[src/hw/rtl/shcd_pkg.sv]
`timescale 1ns / 1ps
// ----------------------------------------------------------------------------
// shcd_pkg: shared types and constants of the soft/hard clip distortion unit
// Holds the datapath widths, configuration register map, the exponential
// lookup tables and the structs passed between the unit's modules.
// ----------------------------------------------------------------------------
package shcd_pkg;

	localparam int SAMPLE_BITS     = 24;
	localparam int EXP_TABLE_DEPTH = 256;
	localparam int CHANNELS        = 2;

	localparam int FRAC_BITS = SAMPLE_BITS - 1;
	localparam int TAB_AW    = $clog2(EXP_TABLE_DEPTH);
	localparam int RANGE_SH  = 4;

	localparam int PRE_W    = 12;
	localparam int DRV_W    = 15;
	localparam int MIX_W    = 13;
	localparam int MIX_ONE  = 4096;
	localparam int MIX_SH   = 12;
	localparam int GAIN_SH  = 8;

	// Datapath widths: product of pregain, dry sample, drive product, wet sample.
	localparam int P_W  = SAMPLE_BITS + PRE_W + 1;
	localparam int D_W  = P_W - GAIN_SH;
	localparam int WP_W = D_W + DRV_W + 1;
	localparam int W_W  = WP_W - GAIN_SH;
	localparam int MP_W = D_W + MIX_W + 1;

	// Table entries are Q1.30 values of exp(-t), at most 1.0.
	localparam int     EXP_W   = 31;
	localparam longint Q30_ONE = longint'(1) << 30;

	// Step factor exp(-16/DEPTH) from a Taylor series in Q2.30. Each term is
	// the previous one times the step over k, floored. Eight terms reach zero
	// for every table depth of 64 and up.
	localparam longint EXP_STEP = (longint'(16) << 30) / EXP_TABLE_DEPTH;
	localparam longint EXP_T1   = (Q30_ONE * EXP_STEP) / (longint'(1) << 30);
	localparam longint EXP_T2   = (EXP_T1 * EXP_STEP) / (longint'(2) << 30);
	localparam longint EXP_T3   = (EXP_T2 * EXP_STEP) / (longint'(3) << 30);
	localparam longint EXP_T4   = (EXP_T3 * EXP_STEP) / (longint'(4) << 30);
	localparam longint EXP_T5   = (EXP_T4 * EXP_STEP) / (longint'(5) << 30);
	localparam longint EXP_T6   = (EXP_T5 * EXP_STEP) / (longint'(6) << 30);
	localparam longint EXP_T7   = (EXP_T6 * EXP_STEP) / (longint'(7) << 30);
	localparam longint EXP_T8   = (EXP_T7 * EXP_STEP) / (longint'(8) << 30);
	localparam longint EXP_DECAY = Q30_ONE - EXP_T1 + EXP_T2 - EXP_T3 + EXP_T4
		- EXP_T5 + EXP_T6 - EXP_T7 + EXP_T8;

	localparam int PIPE_STAGES = 7;

	localparam int CFG_IDX_W  = 3;
	localparam int CFG_DATA_W = 15;
	localparam int TDATA_W    = ((CHANNELS * SAMPLE_BITS + 7) / 8) * 8;

	localparam logic [PRE_W-1:0] PREGAIN_RST = PRE_W'(307);
	localparam logic [DRV_W-1:0] DRIVE_RST   = DRV_W'(307);
	localparam logic [MIX_W-1:0] MIX_RST     = MIX_W'(MIX_ONE);

	typedef enum logic [CFG_IDX_W-1:0] {
		REG_PREGAIN  = 3'd0,
		REG_DRIVE    = 3'd1,
		REG_WET_MIX  = 3'd2,
		REG_SOFT_OFF = 3'd3,
		REG_HARD_OFF = 3'd4
	} cfg_reg_t;

	typedef struct packed {
		logic [PRE_W-1:0] pregain;
		logic [DRV_W-1:0] drive_gain;
		logic [MIX_W-1:0] wet_mix;
		logic             soft_off;
		logic             hard_off;
	} cfg_t;

	typedef struct packed {
		logic [PIPE_STAGES-1:0] en;
		logic [PIPE_STAGES-1:0] vld;
	} pipe_stat_t;

	typedef logic [EXP_W-1:0] exp_arr_t [EXP_TABLE_DEPTH];

	// Builds exp(-k*16/DEPTH) by repeated multiplication with the step
	// factor. With want_diff set, entry k holds the drop to entry k+1.
	function automatic exp_arr_t build_exp_tab(input bit want_diff);
		longint   cur;
		longint   nxt;
		exp_arr_t tab;
		cur = Q30_ONE;
		for (int k = 0; k < EXP_TABLE_DEPTH; k++) begin
			nxt    = (cur * EXP_DECAY + (Q30_ONE >> 1)) >>> 30;
			tab[k] = want_diff ? EXP_W'(cur - nxt) : EXP_W'(cur);
			cur    = nxt;
		end
		return tab;
	endfunction

	localparam exp_arr_t EXP_BASE = build_exp_tab(1'b0);
	localparam exp_arr_t EXP_DIFF = build_exp_tab(1'b1);

endpackage

[src/hw/rtl/shcd_pipe_ctrl.sv]
`timescale 1ns / 1ps
// ----------------------------------------------------------------------------
// shcd_pipe_ctrl: valid tracking for the lane pipeline
// Keeps one valid bit per stage and lets bubbles collapse, so a stalled
// output only holds back the stages that are actually occupied.
// ----------------------------------------------------------------------------
module shcd_pipe_ctrl (
	input  logic                 clk,
	input  logic                 arst_n,
	input  logic                 in_valid,
	output logic                 in_ready,
	output logic                 out_valid,
	input  logic                 out_ready,
	output shcd_pkg::pipe_stat_t stat
);
	import shcd_pkg::*;

	logic [PIPE_STAGES-1:0] vld_q;
	logic [PIPE_STAGES-1:0] rdy;

	// A stage may load when it is empty or when its contents move on.
	always_comb begin
		rdy[PIPE_STAGES-1] = !vld_q[PIPE_STAGES-1] || out_ready;
		for (int i = PIPE_STAGES - 2; i >= 0; i--) begin
			rdy[i] = !vld_q[i] || rdy[i+1];
		end
	end

	always_ff @(posedge clk or negedge arst_n) begin
		if (!arst_n) begin
			vld_q <= '0;
		end else begin
			if (rdy[0]) begin
				vld_q[0] <= in_valid;
			end
			for (int i = 1; i < PIPE_STAGES; i++) begin
				if (rdy[i]) begin
					vld_q[i] <= vld_q[i-1];
				end
			end
		end
	end

	assign in_ready  = rdy[0];
	assign out_valid = vld_q[PIPE_STAGES-1];
	assign stat.en   = rdy;
	assign stat.vld  = vld_q;

endmodule

[config.mk]
export PLATFORM = sky130hd
export DESIGN_NAME = shcd_pipe_ctrl
export DESIGN_NICKNAME = d
export VERILOG_FILES = /design/src/hw/rtl/shcd_pkg.sv /design/src/hw/rtl/shcd_pipe_ctrl.sv
export SDC_FILE = /design/constraint.sdc
export NUM_CORES = 1
export LEC_CHECK = 0
export BUFFER_PORTS_ARGS = -buffer_cell sky130_fd_sc_hd__buf_2
export CELL_PAD_IN_SITES_DETAIL_PLACEMENT = 1
export CELL_PAD_IN_SITES_GLOBAL_PLACEMENT = 1
export CORE_AREA = 2 2 39 41
export CTS_BUF_LIST = sky130_fd_sc_hd__clkbuf_4
export DETAILED_ROUTE_END_ITERATION = 6
export DIE_AREA = 0 0 41 43
export PLACE_DENSITY_LB_ADDON = 0.15
export SLEW_MARGIN = 20
export SYNTH_ARGS = -nofsm -noshare
export SYNTH_HDL_FRONTEND = slang
export SYNTH_SLANG_ARGS = --single-unit
export TNS_END_PERCENT = 1
[constraint.sdc]
create_clock -name clk -period 1.2 [get_ports clk]
set_input_delay 0.06 -clock clk [delete_from_list [all_inputs] [get_ports clk]]
set_output_delay 0.06 -clock clk [all_outputs]
set_load 0.1 [all_outputs]
Yosys cells after proc, flatten, opt, wreduce, memory -nomap -nowiden
Index checks and enable logic that the tools add are counted.
Widths: inputs -> output; s select.
- register bits after elaboration: 7
- input port bits: 4
- output and inout bits: 16
- logic and storage cells: 21
- reduce and logical (&&, ||, !) cells: 14
- operators by type and width (operator ; count):
    $logic_not 1->1 ; 7
    $logic_or 1x1->1 ; 7

Logic depth before layout (Yosys ltp)
Gate-level depths: netlist of the first run.
- depth in word-level cells: 8
- depth in mapped cells: 4

Worst setup path before layout of the first run
Ideal clock, no wire load.
- kind: flip-flop to output port
- start: register vld_q[6]
- end: output port stat[7] (netlist name)
- arrival time: 2.947 ns
- required time: 1.140 ns
- path slack: -1.807 ns
- cell stages (with the launch flop): 5
- path buffers: 2
- cell sequence: dfrtp_1 and4b_1 buf_6 nand4_1 buf_4
- cells in the longest elaborated chain, start to end: 8
- ends and longest elaborated chain (element ; RTL line ; RTL):
    from (decl) ; shcd_pipe_ctrl.sv:18 ; logic [PIPE_STAGES-1:0] vld_q;
    from (signal, indexed assignment) ; shcd_pipe_ctrl.sv:38 ; vld_q[i] <= vld_q[i-1];
    $logic_not 1->1 ; shcd_pipe_ctrl.sv:23 ; rdy[PIPE_STAGES-1] = !vld_q[PIPE_STAGES-1] || out_ready;
    $logic_or 1x1->1 ; shcd_pipe_ctrl.sv:23 ;
    $logic_or 1x1->1 (6 in series) ; shcd_pipe_ctrl.sv:25 ; rdy[i] = !vld_q[i] || rdy[i+1];
    to (decl) ; shcd_pipe_ctrl.sv:14 ; output shcd_pkg::pipe_stat_t stat
Every way passes these cells.

Worst setup path after layout of the first run
- start: register vld_q[5]
- end: output port in_ready
- cells in the longest elaborated chain, start to end: 7
- ends and longest elaborated chain (element ; RTL line ; RTL):
    $logic_not 1->1 ; shcd_pipe_ctrl.sv:25 ;
    $logic_or 1x1->1 (6 in series) ; shcd_pipe_ctrl.sv:25 ;
    to (decl) ; shcd_pipe_ctrl.sv:11 ; output logic in_ready,
Every way passes these cells.

==> impl_metrics.py, run 1 <==
metrics = {
    "logic_synthesis": {
        "yosys_warnings": 0,
        "synth_top_family_by_area": "simple AND/OR/NAND/NOR gates",
        "ys_seq_area_share_pct": 56.2,
        "synthAdderAreaFrac_pct": 0,
        "synth_area_um2": 312,
        "synthMuxAreaShare_pct": 0,
        "yosysUniqueCellTypes": 16,
        "avgSynthCellArea_um2": 11.5,
        "syn_nets": 31,
        "synth_compound_area_share_pct": 10.8,
        "synth_xor_area_share_pct": 0,
        "synth_seq_cells": 7,
        "synthCells": 27,
        "synth-simple-area-share_pct": 21.7,
    },
    "clock_tree": {
        "clk_latency_ns": 0.26,
        "root_buffer": "clkbuf_4",
        "clock_path_buffers": 2,
        "clkTransAtPathRegs_ns": 0.05,
        "htreeDepth": 1,
        "numCtsBuffers": 3,
        "cts_tree": "built",
        "cts_sinks": 7,
    },
    "timing": {
        "timing.final.max_slew_violations": 0,
        "rsz0062_at_grt": "true",
        "fin_crit_sh_pct": 124,
        "fin_skew_ns": 0.00197,
        "finalSetupViolations": 8,
        "post-route-min-period_ns": 1.48,
        "fin_ws_ns": -0.285,
        "max_freq_mhz": 673,
        "slew_headroom_pct": 68.0,
        "tightest_slew_ns": 0.483,
        "finalHoldViolations": 0,
    },
    "place": {
        "placed_cells": 65,
        "gp_congestion": 0.653,
        "dp_hpwl_um": 749,
        "post-place-ws_ns": -0.00950,
        "io_buffers": 19,
    },
    "grt": {
        "grtUsageTotal_pct": 14.8,
        "grt_max_degree": 8,
        "grt_pass1_vias": 369,
        "grt_overflow": 0,
        "antenna_found_initial": 0,
        "grt_pass1_wl_mm": 1.70,
    },
    "route": {
        "num_vias": 322,
        "wire_per_inst_um": 13.2,
        "routed_wl_um": 961,
        "routed_via_density": 4.41,
        "detail-route-antenna-nets": 0,
        "dr.first_iter.drc_count": 1,
        "dr.pass1.iters": 2,
        "drc_errors": 0,
    },
    "min_path": {
        "min_path_type": "primary input to flop",
    },
    "final_layout": {
        "fill_cells": 144,
        "fin_nets": 62,
        "largest_reg_flops": 7,
        "regArea_um2": 196,
        "fin_util_pct": 58.8,
        "final_cell_mix": "15 x buf_12, 5 x buf_6, 5 x dfrtp_4",
        "top_regs": "vld_q (7)",
        "drive_gt1_share_pct": 80.7,
        "final_cells": 73,
        "final_common_cell": "buf_12",
        "multiInputGateArea_um2": 134,
        "area_growth_pct": 161,
        "n_antenna_cell": 0,
        "regMostFlops": "vld_q",
    },
    "floorplanning": {
        "die_w_um": 41,
        "core.rowCount": 14,
        "initial_utilization_pct": 22.5,
        "core_mm2": 0.00138,
        "die_height_um": 43,
        "die-area_mm2": 0.00176,
        "io_pins": 20,
    },
    "power": {
        "power_density_mw_per_mm2": 2080,
        "p_leak_uw": 0.000372,
        "p_total_uw": 1690,
        "ir_drop_v": 0.00111,
    },
    "critical_path": {
        "crit_type": "flop to output pin",
        "cp.required_ns": 1.14,
        "cp.arrival_ns": 1.42,
        "cp_num_buf_inv": 2,
        "path_max_fanout": 3,
        "crit_path_max_incr_delay_ns": 0.46,
        "crit_path_start_kind": "flop",
        "cpLargestDelayFamily": "flip-flops",
        "path_cells": "and4b_2 -> nand4_1 -> buf_6 -> buf_12",
        "cp_slowest_cell": "dfrtp_4",
        "endpoint_kind": "output pin",
    },
    "job": {
        "cap_violations": 0,
    },
    "outcome": {
        "failed_checks": "setup timing",
        "status": "complete, but fails checks",
    },
}
-- final cells by class --
cell class | count | share of cell area, %
Timing Repair Buffer | 30 | 52.5
Sequential cell | 7 | 24.2
Multi-Input combinational cell | 15 | 16.5
Clock buffer | 4 | 3.69
Tap cell | 16 | 2.46
Inverter | 1 | 0.769
-- cells by family (layout without fill, tap and decap cells) --
group	Yosys count	in the layout
buffers and inverters	5	35
AO/OA/AOI/OAI	4	4
AND/OR/NAND/NOR	11	11
flip-flops	7	7
-- per-layer routing --
| layer | GRT usage (%) | up-vias | wire length [um] | share of wire, % |
|---|---|---|---|---|
| met1 | 17.7 | 151 | 371 | 39 |
| met4 | 6.00 | 0 | 13 | 1.4 |
| met3 | 6.28 | 2 | 71 | 7.4 |
| met2 | 22.5 | 18 | 505 | 53 |
| li1 | - | 151 | - | - |
| met5 | 0 | - | 0 | 0 |
-- tightest hold or removal path, stage by stage --
cell and delay [ns]:
buf_2 0.10, nand2b_4 0.14, nand2b_1 0.06
-- synthesized netlist by cell type --
| library cell | n | area [um2] |
|---|---|---|
| buf_2 | 1 | 5.00 |
| nand2_1 | 2 | 7.51 |
| inv_1 | 1 | 3.75 |
| or2_1 | 1 | 6.26 |
| nand3b_1 | 1 | 7.51 |
| dfrtp_1 | 7 | 175 |
| nand2b_1 | 3 | 18.8 |
| a21o_1 | 2 | 15.0 |
| buf_4 | 2 | 15.0 |
| nand4_1 | 1 | 6.26 |
| a41o_1 | 1 | 10.0 |
| buf_6 | 1 | 11.3 |
| nand3_1 | 1 | 5.00 |
| and4b_1 | 1 | 10.0 |
| a31o_1 | 1 | 8.76 |
| and2_1 | 1 | 6.26 |
-- per-stage QoR --
stage	cell area, um2	setup TNS, ns	hold WS, ns
6_report	813	-1.74	0.132
5_1_grt	813	-2.10	0.135
4_1_cts	768	-1.65	0.00275
3_5_place_dp	694	-0.0188	-0.0938
3_3_place_gp	694	0	-0.101
2_1_floorplan	340	-6.31	-0.236
-- power by group --
part	switching (uW)	internal, uW
registers	28.9	291
logic	721	406
clock network	92.5	150
total	842	847
-- timing repair --
item                                   CTS  global route
buffers inserted                         1             1
setup endpoints to repair                9            11
resized for setup                        8             7
hold buffers                             1             1
endpoints found under the hold margin    7             1
pin swaps                                3             4
-- path summary, 6_finish.rpt --
check                      slack (ns)      start  endpoint  depth (start not counted)
max                             -0.28   vld_q[5]  in_ready                          4
min                              0.13  out_ready  vld_q[6]                          3
max reg2reg                         0   vld_q[5]  vld_q[4]                          3
min reg2reg                      0.51   vld_q[0]  vld_q[1]                          1
max in group asynchronous        0.85     arst_n  vld_q[3]                          2
min in group asynchronous        0.18     arst_n  vld_q[4]                          2
Note: power is estimated with default switching activity, not from simulation.
==> run 2, diff against run 1 <==
--- a/config.mk
+++ b/config.mk
@@ -5,6 +5,7 @@
 export SDC_FILE = /design/constraint.sdc
 export NUM_CORES = 1
 export LEC_CHECK = 0
+export ABC_AREA = 1
 export BUFFER_PORTS_ARGS = -buffer_cell sky130_fd_sc_hd__buf_2
 export CELL_PAD_IN_SITES_DETAIL_PLACEMENT = 1
 export CELL_PAD_IN_SITES_GLOBAL_PLACEMENT = 1
==> impl_metrics.py, run 2 <==
metrics = {
    "outcome": {
        "status": "complete, but fails checks",
        "failed_checks": "setup timing",
    },
    "logic_synthesis": {
        "yosysUniqueCellTypes": 10,
        "synthMuxAreaShare_pct": 0,
        "synth_xor_area_share_pct": 0,
        "synth_common_cells": "9 x inv_1, 7 x dfrtp_1, 7 x nand2_1",
        "synth_top_family_by_area": "simple AND/OR/NAND/NOR gates",
        "async_reset_ff_share_pct": 100,
        "yosys.area.top_type": "dfrtp_1",
        "synth_ff_type": "dfrtp_1",
        "ys_seq_area_share_pct": 54.5,
        "avgSynthCellArea_um2": 10.0,
        "synthTopCellsByArea": "dfrtp_1 54%, inv_1 11%, nand2_1 8.2%",
        "synth_compound_area_share_pct": 0,
        "synth_area_um2": 322,
        "syn_nets": 36,
        "synth_top_area_share_pct": 54.5,
        "synth-edff-count": 0,
        "post-synth-top-count-cell": "inv_1",
        "yosys_warnings": 0,
        "synth_seq_cells": 7,
        "synth-simple-area-share_pct": 30.4,
        "synthCells": 32,
        "synthAdderAreaFrac_pct": 0,
    },
    "clock_tree": {
        "clock_path_buffers": 2,
        "numCtsBuffers": 3,
        "root_buffer": "clkbuf_4",
        "cts_tree": "built",
        "htreeDepth": 1,
        "cts_sinks": 7,
        "clk_latency_ns": 0.26,
        "clkTransAtPathRegs_ns": 0.06,
    },
    "grt": {
        "grt_max_degree": 8,
        "grt_pass1_wl_mm": 1.62,
        "grtUsageTotal_pct": 15.2,
        "grt_pass1_vias": 354,
        "antenna_found_initial": 0,
        "grt_overflow": 0,
    },
    "power": {
        "power_density_mw_per_mm2": 2180,
        "ir_drop_v": 0.000994,
        "p_leak_uw": 0.000383,
    },
    "critical_path": {
        "worstSetupEndpoint": "in_ready",
        "cp.arrival_ns": 1.34,
        "ff2ff_path_depth": 4,
        "r2r_slack_ns": 0.10,
        "startpoint": "vld_q[5]",
        "crit_top_cell": "nand4_4",
        "rr_endpoint": "vld_q[6]",
        "path_max_fanout": 5,
        "crit_path_start_kind": "flop",
        "crit_path_max_incr_delay_ns": 0.43,
        "cp.required_ns": 1.14,
        "path_cells": "nand4_4 -> nor2_4 -> nand4_4 -> buf_12",
        "cp_slowest_cell": "dfrtp_4",
        "rr_startpoint": "vld_q[6]",
        "crit_type": "flop to output pin",
        "endpoint_kind": "output pin",
    },
    "route": {
        "drc_errors": 0,
        "detail-route-antenna-nets": 0,
        "routed_wl_um": 931,
        "wire_per_inst_um": 12.3,
        "dr.pass1.iters": 3,
        "dr.first_iter.drc_count": 1,
        "routed_via_density": 4.24,
        "num_vias": 322,
    },
    "final_layout": {
        "final_cell_mix": "15 x buf_12, 9 x inv_1, 6 x nand2_1",
        "top_regs": "vld_q (7)",
        "n_antenna_cell": 0,
        "fill_cells": 139,
        "regArea_um2": 186,
        "fin_nets": 65,
        "drive_gt1_share_pct": 63.3,
        "final_common_cell": "buf_12",
        "final_area_um2": 764,
        "multiInputGateArea_um2": 109,
        "regMostFlops": "vld_q",
        "area_growth_pct": 138,
        "fin_util_pct": 55.2,
        "largest_reg_flops": 7,
    },
    "timing": {
        "finalHoldViolations": 0,
        "fin_skew_ns": 0.00240,
        "rsz0062_at_grt": "true",
        "fin_ws_ns": -0.199,
        "finalSetupViolations": 10,
        "timing.final.max_slew_violations": 0,
        "slew_headroom_pct": 67.9,
        "tightest_slew_ns": 0.485,
        "max_freq_mhz": 715,
        "post-route-min-period_ns": 1.40,
        "fin_crit_sh_pct": 117,
    },
    "job": {
        "cap_violations": 0,
    },
    "floorplanning": {
        "die_height_um": 43,
        "io_pins": 20,
        "die_w_um": 41,
        "core_mm2": 0.00138,
        "initial_utilization_pct": 23.2,
        "die-area_mm2": 0.00176,
        "core.rowCount": 14,
    },
    "place": {
        "gp_congestion": 0.658,
        "io_buffers": 19,
        "dp_hpwl_um": 740,
        "placed_area_um2": 684,
    },
    "min_path": {
        "min_path_type": "primary input to asynchronous set/reset pin",
    },
}
-- run 2: power breakdown --
part           switching [uW]  leakage, uW  internal, uW
Clock                     100    0.0000184           150
Combinational             728     0.000292           355
Sequential               53.6    0.0000721           281
Total                     882     0.000383           786
-- run 2: critical path, delay by kind of cell, from the launching register on --
kind / cells / cell delay, ns
buffers and inverters: 1 / 0.21
DFF: 1 / 0.43
and+or+nand+nor: 3 / 0.45
-- run 2: metrics by stage --
| step | power, uW | worst slack, ns | setup TNS (ns) | instances | hold slack (ns) |
|---|---|---|---|---|---|
| after floorplan | 1020 | -1.01 | -7.60 | 32 | -0.236 |
| after global placement | 1390 | 0.0540 | 0 | 67 | -0.0978 |
| after detailed placement | 1400 | 0.0389 | 0 | 67 | -0.0907 |
| after CTS | 1690 | -0.242 | -1.43 | 76 | 0.169 |
| after global routing | 1740 | -0.273 | -1.67 | 76 | 0.180 |
| final | 1670 | -0.199 | -1.06 | 76 | 0.164 |
-- run 2: area by class of cell --
type | instances | area share, %
flip-flops and latches | 7 | 24.4
inverters | 9 | 4.42
well taps | 16 | 2.62
clock buffers | 4 | 3.93
repair buffers | 26 | 50.4
multi-input cells | 14 | 14.2
-- run 2: timing repair --
item,CTS,global route
setup buffers,3,0
resized for setup,1,1
setup endpoints to repair,8,10
pin swaps,2,1
hold buffers,2,0
endpoints found under the hold margin,8,0
-- run 2: worst min-delay path by stage --
stage | startpoint | to | slack, ns | cells after the start
global placement | arst_n | vld_q[4] | -0.1 | 1
finish | arst_n | vld_q[1] | 0.16 | 2
global route | arst_n | vld_q[6] | 0.18 | 2
floorplan | arst_n | vld_q[0] | -0.24 | 0
CTS | arst_n | vld_q[5] | 0.17 | 2
detailed placement | arst_n | vld_q[6] | -0.09 | 1
-- run 2: kinds of logic (layout without fill, tap and decap cells) --
kind of cell / count (synthesis) / in the layout
buf+inv: 11 / 39
flops: 7 / 7
simple gates: 14 / 14
-- run 2: routing by layer --
metal,GRT usage (%),part of all wire (%)
met1,12.9,31
met2,23.8,54
met3,7.33,10
met4,14.0,4.3
met5,0,0
==> run 3, diff against run 2 <==
==> constraint.sdc (replaced) <==
create_clock -name clk -period 1.76 [get_ports clk]
set_input_delay 0.088 -clock clk [delete_from_list [all_inputs] [get_ports clk]]
set_output_delay 0.088 -clock clk [all_outputs]
set_load 0.1 [all_outputs]
==> impl_metrics.py, run 3 (same netlist as run 2, synthesis figures left out) <==
metrics = {
    "outcome": {
        "status": "finished, final reports clean",
    },
    "route": {
        "num_vias": 286,
        "wire_per_inst_um": 11.2,
        "drc_errors": 0,
        "met3_length_um": 83,
        "dr.pass1.iters": 3,
        "dr.first_iter.drc_count": 3,
        "routed_wl_um": 786,
        "routed_via_density": 4.09,
        "detail-route-antenna-nets": 0,
        "wl_met2_um": 427,
        "top_layer": "met4",
        "drt-met1-wl_um": 269,
    },
    "final_layout": {
        "fin_util_pct": 35.0,
        "drive_gt1_share_pct": 61.1,
        "n_antenna_cell": 0,
        "regMostFlops": "vld_q",
        "final_cell_mix": "19 x buf_2, 9 x inv_1, 6 x nand2_1, 4 x clkbuf_4, 4 x dfrtp_1",
        "area_growth_pct": 50.6,
        "largest_reg_flops": 7,
        "top_regs": "vld_q (7)",
        "final_common_cell": "buf_2",
        "fin_nets": 59,
    },
    "grt": {
        "grt_pass1_wl_mm": 1.32,
        "grt_pass1_vias": 307,
        "antenna_found_initial": 0,
        "grt_overflow": 0,
        "grt_max_degree": 8,
        "grtUsageTotal_pct": 12.2,
    },
    "power": {
        "pwr-share-clk_pct": 17.3,
        "seqPwrFrac_pct": 24.6,
        "swShare_pct": 60.6,
        "switchingPower_uw": 555,
        "cellInternalPower_uw": 362,
        "p_leak_uw": 0.000248,
        "comb_power_share_pct": 58.1,
        "power_density_mw_per_mm2": 1890,
        "ir_drop_v": 0.000538,
    },
    "timing": {
        "timing.final.max_slew_violations": 0,
        "holdWs_ns": 0.0278,
        "fin_crit_sh_pct": 86.1,
        "finalSetupViolations": 0,
        "slew_headroom_pct": 67.7,
        "fin_skew_ns": 0.00422,
        "post-route-min-period_ns": 1.52,
        "finalHoldViolations": 0,
        "rsz0062_at_grt": "false",
        "max_freq_mhz": 660,
        "tightest_slew_ns": 0.488,
    },
    "place": {
        "gp_congestion": 0.670,
        "dp_hpwl_um": 677,
        "io_buffers": 19,
    },
    "critical_path": {
        "path_max_fanout": 5,
        "ff2ff_path_depth": 3,
        "endpoint_kind": "output pin",
        "cp.arrival_ns": 1.43,
        "worstSetupEndpoint": "stat[8]",
        "startpoint": "vld_q[4]",
        "rr_startpoint": "vld_q[4]",
        "rr_endpoint": "vld_q[3]",
        "crit_type": "flop to output pin",
        "crit_path_start_kind": "flop",
        "cp.required_ns": 1.67,
        "r2r_slack_ns": 0.69,
    },
    "clock_tree": {
        "clkTransAtPathRegs_ns": 0.05,
        "hold_buffers": 1,
        "clk_latency_ns": 0.25,
        "numCtsBuffers": 3,
        "post_cts_buffers": 0,
        "cts_resized": 0,
        "cts_tree": "built",
        "htreeDepth": 1,
        "root_buffer": "clkbuf_4",
        "cts_sinks": 7,
        "clock_path_buffers": 2,
    },
    "floorplanning": {
        "die_w_um": 41,
        "core.rowCount": 14,
        "initial_utilization_pct": 23.2,
        "io_pins": 20,
        "core_mm2": 0.00138,
        "die-area_mm2": 0.00176,
        "die_height_um": 43,
    },
    "job": {
        "cap_violations": 0,
    },
    "min_path": {
        "min_path_type": "primary input to flop",
    },
}
-- run 3: cell types whose count changed in the layout (fill, tap and decap cells not counted), sizes merged --
cell	delta
dlygate4sd3	-1
buf	-5
-- run 3: critical path: stages, from the launching register on --
cell     delay, ns
dfrtp_4       0.49
nand4_4       0.12
nor2_4        0.06
nand3_2       0.07
buf_2         0.42
-- run 3: cell type report --
cell class              instances  area [um2]
multi-input cells              14         109
fillers                       163         900
flip-flops and latches          7         186
well taps                      16        20.0
clock buffers                   4        30.0
inverters                       9        33.8
repair buffers                 20         105
-- run 3: per-layer routing --
layer / GRT usage (%) / vias up
met4: 10.0 / 0
li1: - / 135
met3: 4.71 / 2
met5: 0 / -
met2: 18.4 / 17
met1: 12.3 / 132
-- run 3: how the worst min path moves through the flow --
stage                        start  endpoint  depth (start not counted)
after global routing      in_valid  vld_q[0]                          3
after floorplan             arst_n  vld_q[0]                          0
after CTS                 in_valid  vld_q[0]                          3
final                     in_valid  vld_q[0]                          3
after global placement      arst_n  vld_q[4]                          1
after detailed placement    arst_n  vld_q[4]                          1
-- run 3: power by group through the flow --
stage | sequential (uW) | clock, uW | combinational [uW]
finish | 226 | 158 | 533
CTS | 227 | 170 | 537
global route | 231 | 181 | 555
detailed placement | 230 | 0 | 535
floorplan | 406 | 0 | 291
global placement | 227 | 0 | 532
-- run 3: metrics by stage --
step / std cells / instance area, um2 / TNS [ns] / setup WS [ns] / total power [uW]
after floorplan: 32 / 352 / -1.83 / -0.477 / 697
after global placement: 65 / 444 / 0 / 0.510 / 759
after detailed placement: 65 / 444 / 0 / 0.496 / 764
after CTS: 70 / 484 / 0 / 0.214 / 934
after global routing: 70 / 484 / 0 / 0.169 / 967
final: 70 / 484 / 0 / 0.244 / 917
